**src/hw/rtl/lbmu_pkg.sv**
```systemverilog
`default_nettype none
package lbmu_pkg;

	localparam int WORD_W = 48;
	localparam int ID_W   = 6;
	localparam int MC_BIT = 40;

	localparam logic [WORD_W-1:0] ROW_RESET = 48'h01_0000_0000_00;

	// operation codes
	localparam logic [1:0] OP_UPDATE = 2'd0;
	localparam logic [1:0] OP_QUERY  = 2'd1;
	localparam logic [1:0] OP_LOAD   = 2'd2;

	// status codes
	localparam logic [1:0] ST_OK    = 2'd0;
	localparam logic [1:0] ST_SELF  = 2'd1;
	localparam logic [1:0] ST_RANGE = 2'd2;

	// configuration register indexes
	localparam logic [1:0] CFG_NODE_COUNT = 2'd0;
	localparam logic [1:0] CFG_SYMMETRIC  = 2'd1;

	typedef struct packed {
		logic [ID_W-1:0]   node_count;
		logic              symmetric;
		logic [WORD_W-1:0] use_mask;
	} cfg_t;

	// request token walking the cell chain
	typedef struct packed {
		logic              valid;
		logic [1:0]        op;
		logic              add;
		logic              s_all;
		logic              r_all;
		logic [ID_W-1:0]   s_idx;
		logic [ID_W-1:0]   r_idx;
		logic [WORD_W-1:0] value;
		logic [1:0]        status;
		logic              recv;
		logic [WORD_W-1:0] word;
	} tok_t;

	// ids at and above the multicast bit sit one position higher
	function automatic logic [WORD_W-1:0] node_mask(input logic [ID_W-1:0] id);
		logic [ID_W:0] pos;
		pos = (id < ID_W'(MC_BIT)) ? {1'b0, id} : {1'b0, id} + 7'd1;
		if (pos < 7'(WORD_W))
			node_mask = {{(WORD_W-1){1'b0}}, 1'b1} << pos;
		else
			node_mask = '0;
	endfunction

endpackage
`default_nettype wire

```
**src/hw/rtl/lbmu_cell.sv**
```systemverilog
`default_nettype none
module lbmu_cell #(
	parameter int IDX = 0
) (
	input  wire logic          clk,
	input  wire logic          arst_n,
	input  wire logic          advance,
	input  wire lbmu_pkg::cfg_t cfg,
	input  wire lbmu_pkg::tok_t tok_i,
	output lbmu_pkg::tok_t      tok_o
);

	localparam logic [lbmu_pkg::ID_W-1:0] K = lbmu_pkg::ID_W'(IDX);

	logic [lbmu_pkg::WORD_W-1:0] row_q, row_d;
	logic [lbmu_pkg::WORD_W-1:0] bit_k, bit_s, bit_r, bit_x, opm;
	logic [lbmu_pkg::ID_W-1:0]   x_id;
	logic                        in_use, rowsel, colsel;
	lbmu_pkg::tok_t              tok_d, tok_q;
	logic                        vld_q;

	always_comb begin
		bit_k  = lbmu_pkg::node_mask(K);
		bit_s  = lbmu_pkg::node_mask(tok_i.s_idx);
		bit_r  = lbmu_pkg::node_mask(tok_i.r_idx);
		x_id   = tok_i.s_all ? tok_i.r_idx : tok_i.s_idx;
		bit_x  = lbmu_pkg::node_mask(x_id);
		in_use = K < cfg.node_count;
		opm    = tok_i.add ? (row_q | cfg.use_mask) : (row_q & ~cfg.use_mask);
		rowsel = tok_i.r_all || cfg.symmetric;
		colsel = tok_i.s_all || cfg.symmetric;
		row_d  = row_q;
		if (tok_i.valid && tok_i.status == lbmu_pkg::ST_OK) begin
			case (tok_i.op)
				lbmu_pkg::OP_LOAD: begin
					if (K == tok_i.s_idx)
						row_d = tok_i.value;
				end
				lbmu_pkg::OP_UPDATE: begin
					if (tok_i.s_all && tok_i.r_all) begin
						if (in_use)
							row_d = opm & ~bit_k;
					end else if (tok_i.s_all || tok_i.r_all) begin
						// row part on node x, column part on bit x, own bit last
						if (K == x_id && rowsel)
							row_d = opm;
						if (in_use && colsel)
							row_d = tok_i.add ? (row_d | bit_x) : (row_d & ~bit_x);
						if (K == x_id)
							row_d = row_d & ~bit_x;
					end else begin
						if (K == tok_i.s_idx)
							row_d = tok_i.add ? (row_q | bit_r) : (row_q & ~bit_r);
						if (cfg.symmetric && K == tok_i.r_idx)
							row_d = tok_i.add ? (row_q | bit_s) : (row_q & ~bit_s);
					end
				end
				default: ;
			endcase
		end
		tok_d = tok_i;
		if (in_use && (row_d & bit_s) != '0)
			tok_d.recv = 1'b1;
		if (K == tok_i.s_idx)
			tok_d.word = row_d;
	end

	always_ff @(posedge clk or negedge arst_n) begin
		if (!arst_n) begin
			row_q <= lbmu_pkg::ROW_RESET;
			vld_q <= 1'b0;
		end else if (advance) begin
			if (tok_i.valid)
				row_q <= row_d;
			vld_q <= tok_i.valid;
		end
	end

	always_ff @(posedge clk) begin
		if (advance)
			tok_q <= tok_d;
	end

	always_comb begin
		tok_o       = tok_q;
		tok_o.valid = vld_q;
	end

endmodule
`default_nettype wire

```
**config.mk**
```make
export PLATFORM = sky130hd
export DESIGN_NAME = lbmu_cell
export DESIGN_NICKNAME = d
export VERILOG_FILES = /design/src/hw/rtl/lbmu_pkg.sv /design/src/hw/rtl/lbmu_cell.sv
export SDC_FILE = /design/constraint.sdc
export NUM_CORES = 1
export LEC_CHECK = 0
export BUFFER_PORTS_ARGS = -buffer_cell sky130_fd_sc_hd__buf_2
export CELL_PAD_IN_SITES_DETAIL_PLACEMENT = 0
export CELL_PAD_IN_SITES_GLOBAL_PLACEMENT = 1
export CORE_MARGIN = 3
export CORE_UTILIZATION = 35
export CTS_BUF_LIST = sky130_fd_sc_hd__clkbuf_4
export DETAILED_ROUTE_END_ITERATION = 6
export PLACE_DENSITY = 0.81
export SYNTH_ARGS = -nofsm -noshare
export SYNTH_HDL_FRONTEND = slang
export SYNTH_SLANG_ARGS = --single-unit
```
**constraint.sdc**
```tcl
create_clock -name clk -period 4.75 [get_ports clk]
set_input_delay 1.1875 -clock clk [delete_from_list [all_inputs] [get_ports clk]]
set_output_delay 1.1875 -clock clk [all_outputs]
set_load 0.01 [all_outputs]
```
==> summary.txt <==
DRT antenna net count: 0
Detailed Route Iter0 Violations: 2464
Critical path startpoint category: input pin
Final setup violation count: 0
Antenna violations before repair: 7
Final core occ: 51.1%
Final wirelength: 90400 um
GPL Wtd Cong: 1.12
Ys async rst share: 29.7%
Rows: 72
Port Buffers: 291
Max_cap viols: 0
All-Layer GR Usage: 41.4%
CTS tree: done
Clock-pin slew on the worst setup and hold paths: 0.15 ns
Fill count: 3854
H-tree Lvls: 4
Clk_lat worst skew: 0.71 ns
Most frequent cell after synthesis: nand2_1
Distinct cells, synth: 90
CP max FO: 11
Drt drc: 0
Maximum VDD drop: 170 uV
Main synth FF type: edfxtp_1
Largest net degree at the start of global routing: 65
Die Y: 206 um
Clock Tree Buf Depth: 2
Leakage: 8.46 nW
Die W: 206 um
Mapped Area: 0.0140 mm2
Final Instance Count excl. Fillers: 2888
Total gr overflow: 0
Endpoints failing hold: 0
Placed instance count: 2850
Io pins: 292
Synth area leaders: edfxtp_1, dfrtp_1, nand2_1
Reg area: 0.00471 mm2
Synth top area share: 24.8%
Critical Path AT: 5.03 ns
Initial core utilization: 35.9%
Fmax: 0.218 GHz
Hold Path Class: flop to flop
Yosys warning count: 0
Slew @ Worst Pin: 1.11 ns
Cell taking the most area after synthesis: edfxtp_1
Minimum clock period: 4.59 ns
Setup slack at placement: -0.587 ns
CTS Buf Count: 17
Via density: 6.34
Worst EP required: 5.19 ns
Critical path class: input pin to flop
Setup Skew: 0.0468 ns
Power Total: 5.23 mW
CTS Hold Bufs: 0
Worst setup margin: 0.159 ns
Register area share after synthesis: 33.6%
Synth-to-Final Area Change: 42.3%
Synth Area per Inst: 8.29 um2
Post-DP HPWL: 72600 um
Hold Path Origin: vld_q
Crit share post-route: 96.6%
Reg2reg path depth: 11
Placeable Area: 0.0391 mm2
Hold Path Depth: 2
Final Instance Area: 0.0200 mm2
Post-synth top cells: nand2_1, edfxtp_1, o21ai_0
Total Nets Final: 2535
Crit Reg-Reg Startpoint: row_q[30]
Vias in the first global route: 17292
Syn Inst Count: 1692
Worst slew margin: 26.0%
Final Slew Violations: 0
First-pass GRT wire length: 125000 um
EDFF count, synth: 116
Yosys reg bits: 165
Die ar.: 0.0425 mm2
Dpl cell area: 0.0195 mm2
Clock sink count: 165
Syn nets: 1873
Layout cell share with drive strength beyond 1: 38.4%
Multi-input gate area: 0.00876 mm2
Power per cell area: 262 mW/mm2
Vias: 18321
Clock Root Buffer: clkbuf_4
Status: finished clean
Start point of the critical path: tok_i[112]
DRT Pass-1 Iters: 6
Crit end category: flop
Wire per inst: 31.3 um
logic make-up (layout without fill, tap and decap cells):
family / after synthesis / in the layout / share of synthesized area [%]
and+or+nand+nor: 659 / 659 / 22.4
AOI/OAI and AO/OA: 576 / 576 / 29.6
DFF: 165 / 165 / 33.6
buffers and inverters: 162 / 837 / 4.81
muxes: 112 / 112 / 8.35
xor gates and xnor gates: 12 / 12 / 0.749
adders and majority gates: 6 / 6 / 0.535
other: 0 / 3 / 0
path summary, 6_finish.rpt:
| check | endpoint | slack (ns) |
|---|---|---|
| worst max-delay path | tok_o[48] | 0.16 |
| worst min-delay path | vld_q | 0.53 |
| worst max register to register | tok_o[48] | 1.16 |
| worst min register to register | vld_q | 0.53 |
| max in group asynchronous | row_q[11] | 3.18 |
| min in group asynchronous | row_q[27] | 0.67 |
registers in the layout, indices dropped and copies added, names as in the netlist:
name / flops
row_q: 48
tok_o: 116
vld_q: 1
worst max-delay path, cell delays in order:
cell	delay [ns]
buf_2	0.14
buf_4	0.18
o21a_1	0.19
inv_1	0.06
ha_1	0.22
nand4b_1	0.18
and2_1	0.25
a311o_1	0.35
buf_4	0.14
nand3b_1	0.08
buf_4	0.17
buf_4	0.23
buf_4	0.14
o311a_1	0.15
a211oi_1	0.06
and3_1	0.24
a211o_1	0.29
nor4_2	0.23
nand4_1	0.16
o32a_1	0.38
area by class of cell:
cell class              count  area share (%)
diodes                      3          0.0376
clock inverters            13           0.997
repair buffers            787            27.2
flip-flops and latches    165            23.6
inverters                  18           0.338
well taps                 518            3.25
multi-input cells        1365            43.9
clock buffers              19           0.715
what timing repair did:
item	in CTS	in global routing
setup buffers	0	3
gates resized for setup	0	11
setup endpoints to repair	0	1
endpoints found under the hold margin	0	0
where the power goes:
part,switching [mW],leakage [nW],internal (mW)
registers,0.277,1.79,1.72
logic,1.24,6.48,0.950
clock network,0.603,0.186,0.441
total,2.12,8.46,3.11
per-layer routing:
metal / up-vias / track usage (%) / wire length, um
met5: - / 0 / 28
met4: 4 / 21.3 / 5500
met3: 253 / 10.6 / 10100
met2: 1286 / 63.2 / 38900
met1: 8830 / 54.2 / 35900
li1: 7948 / - / -
metrics by stage:
stage	hold WS (ns)	setup TNS [ns]
2_1_floorplan	0.489	-0.299
3_3_place_gp	0.517	-0.868
3_5_place_dp	0.519	-1.39
4_1_cts	0.538	0
5_1_grt	0.547	-0.0225
6_report	0.530	0
layout by cell type, fill, tap and decap left out, drive strengths merged, types with 12 or more instances in the layout:
master	instances
and2	12
o31ai	13
a21boi	14
edfxtp	116
o211ai	23
a21oi	79
nor2	92
and3	16
nand3	52
o22ai	28
clkbuf	19
o311a	16
a22o	20
dfrtp	48
a311oi	26
o32ai	15
nand4	30
a32oi	19
o21ai	120
nor3	50
a22oi	20
inv	22
mux2	40
o221ai	12
nor4	22
o311ai	14
mux2i	72
buf	787
a211oi	20
a31oi	22
nand2	302
(Power assumes the default switching activity.)
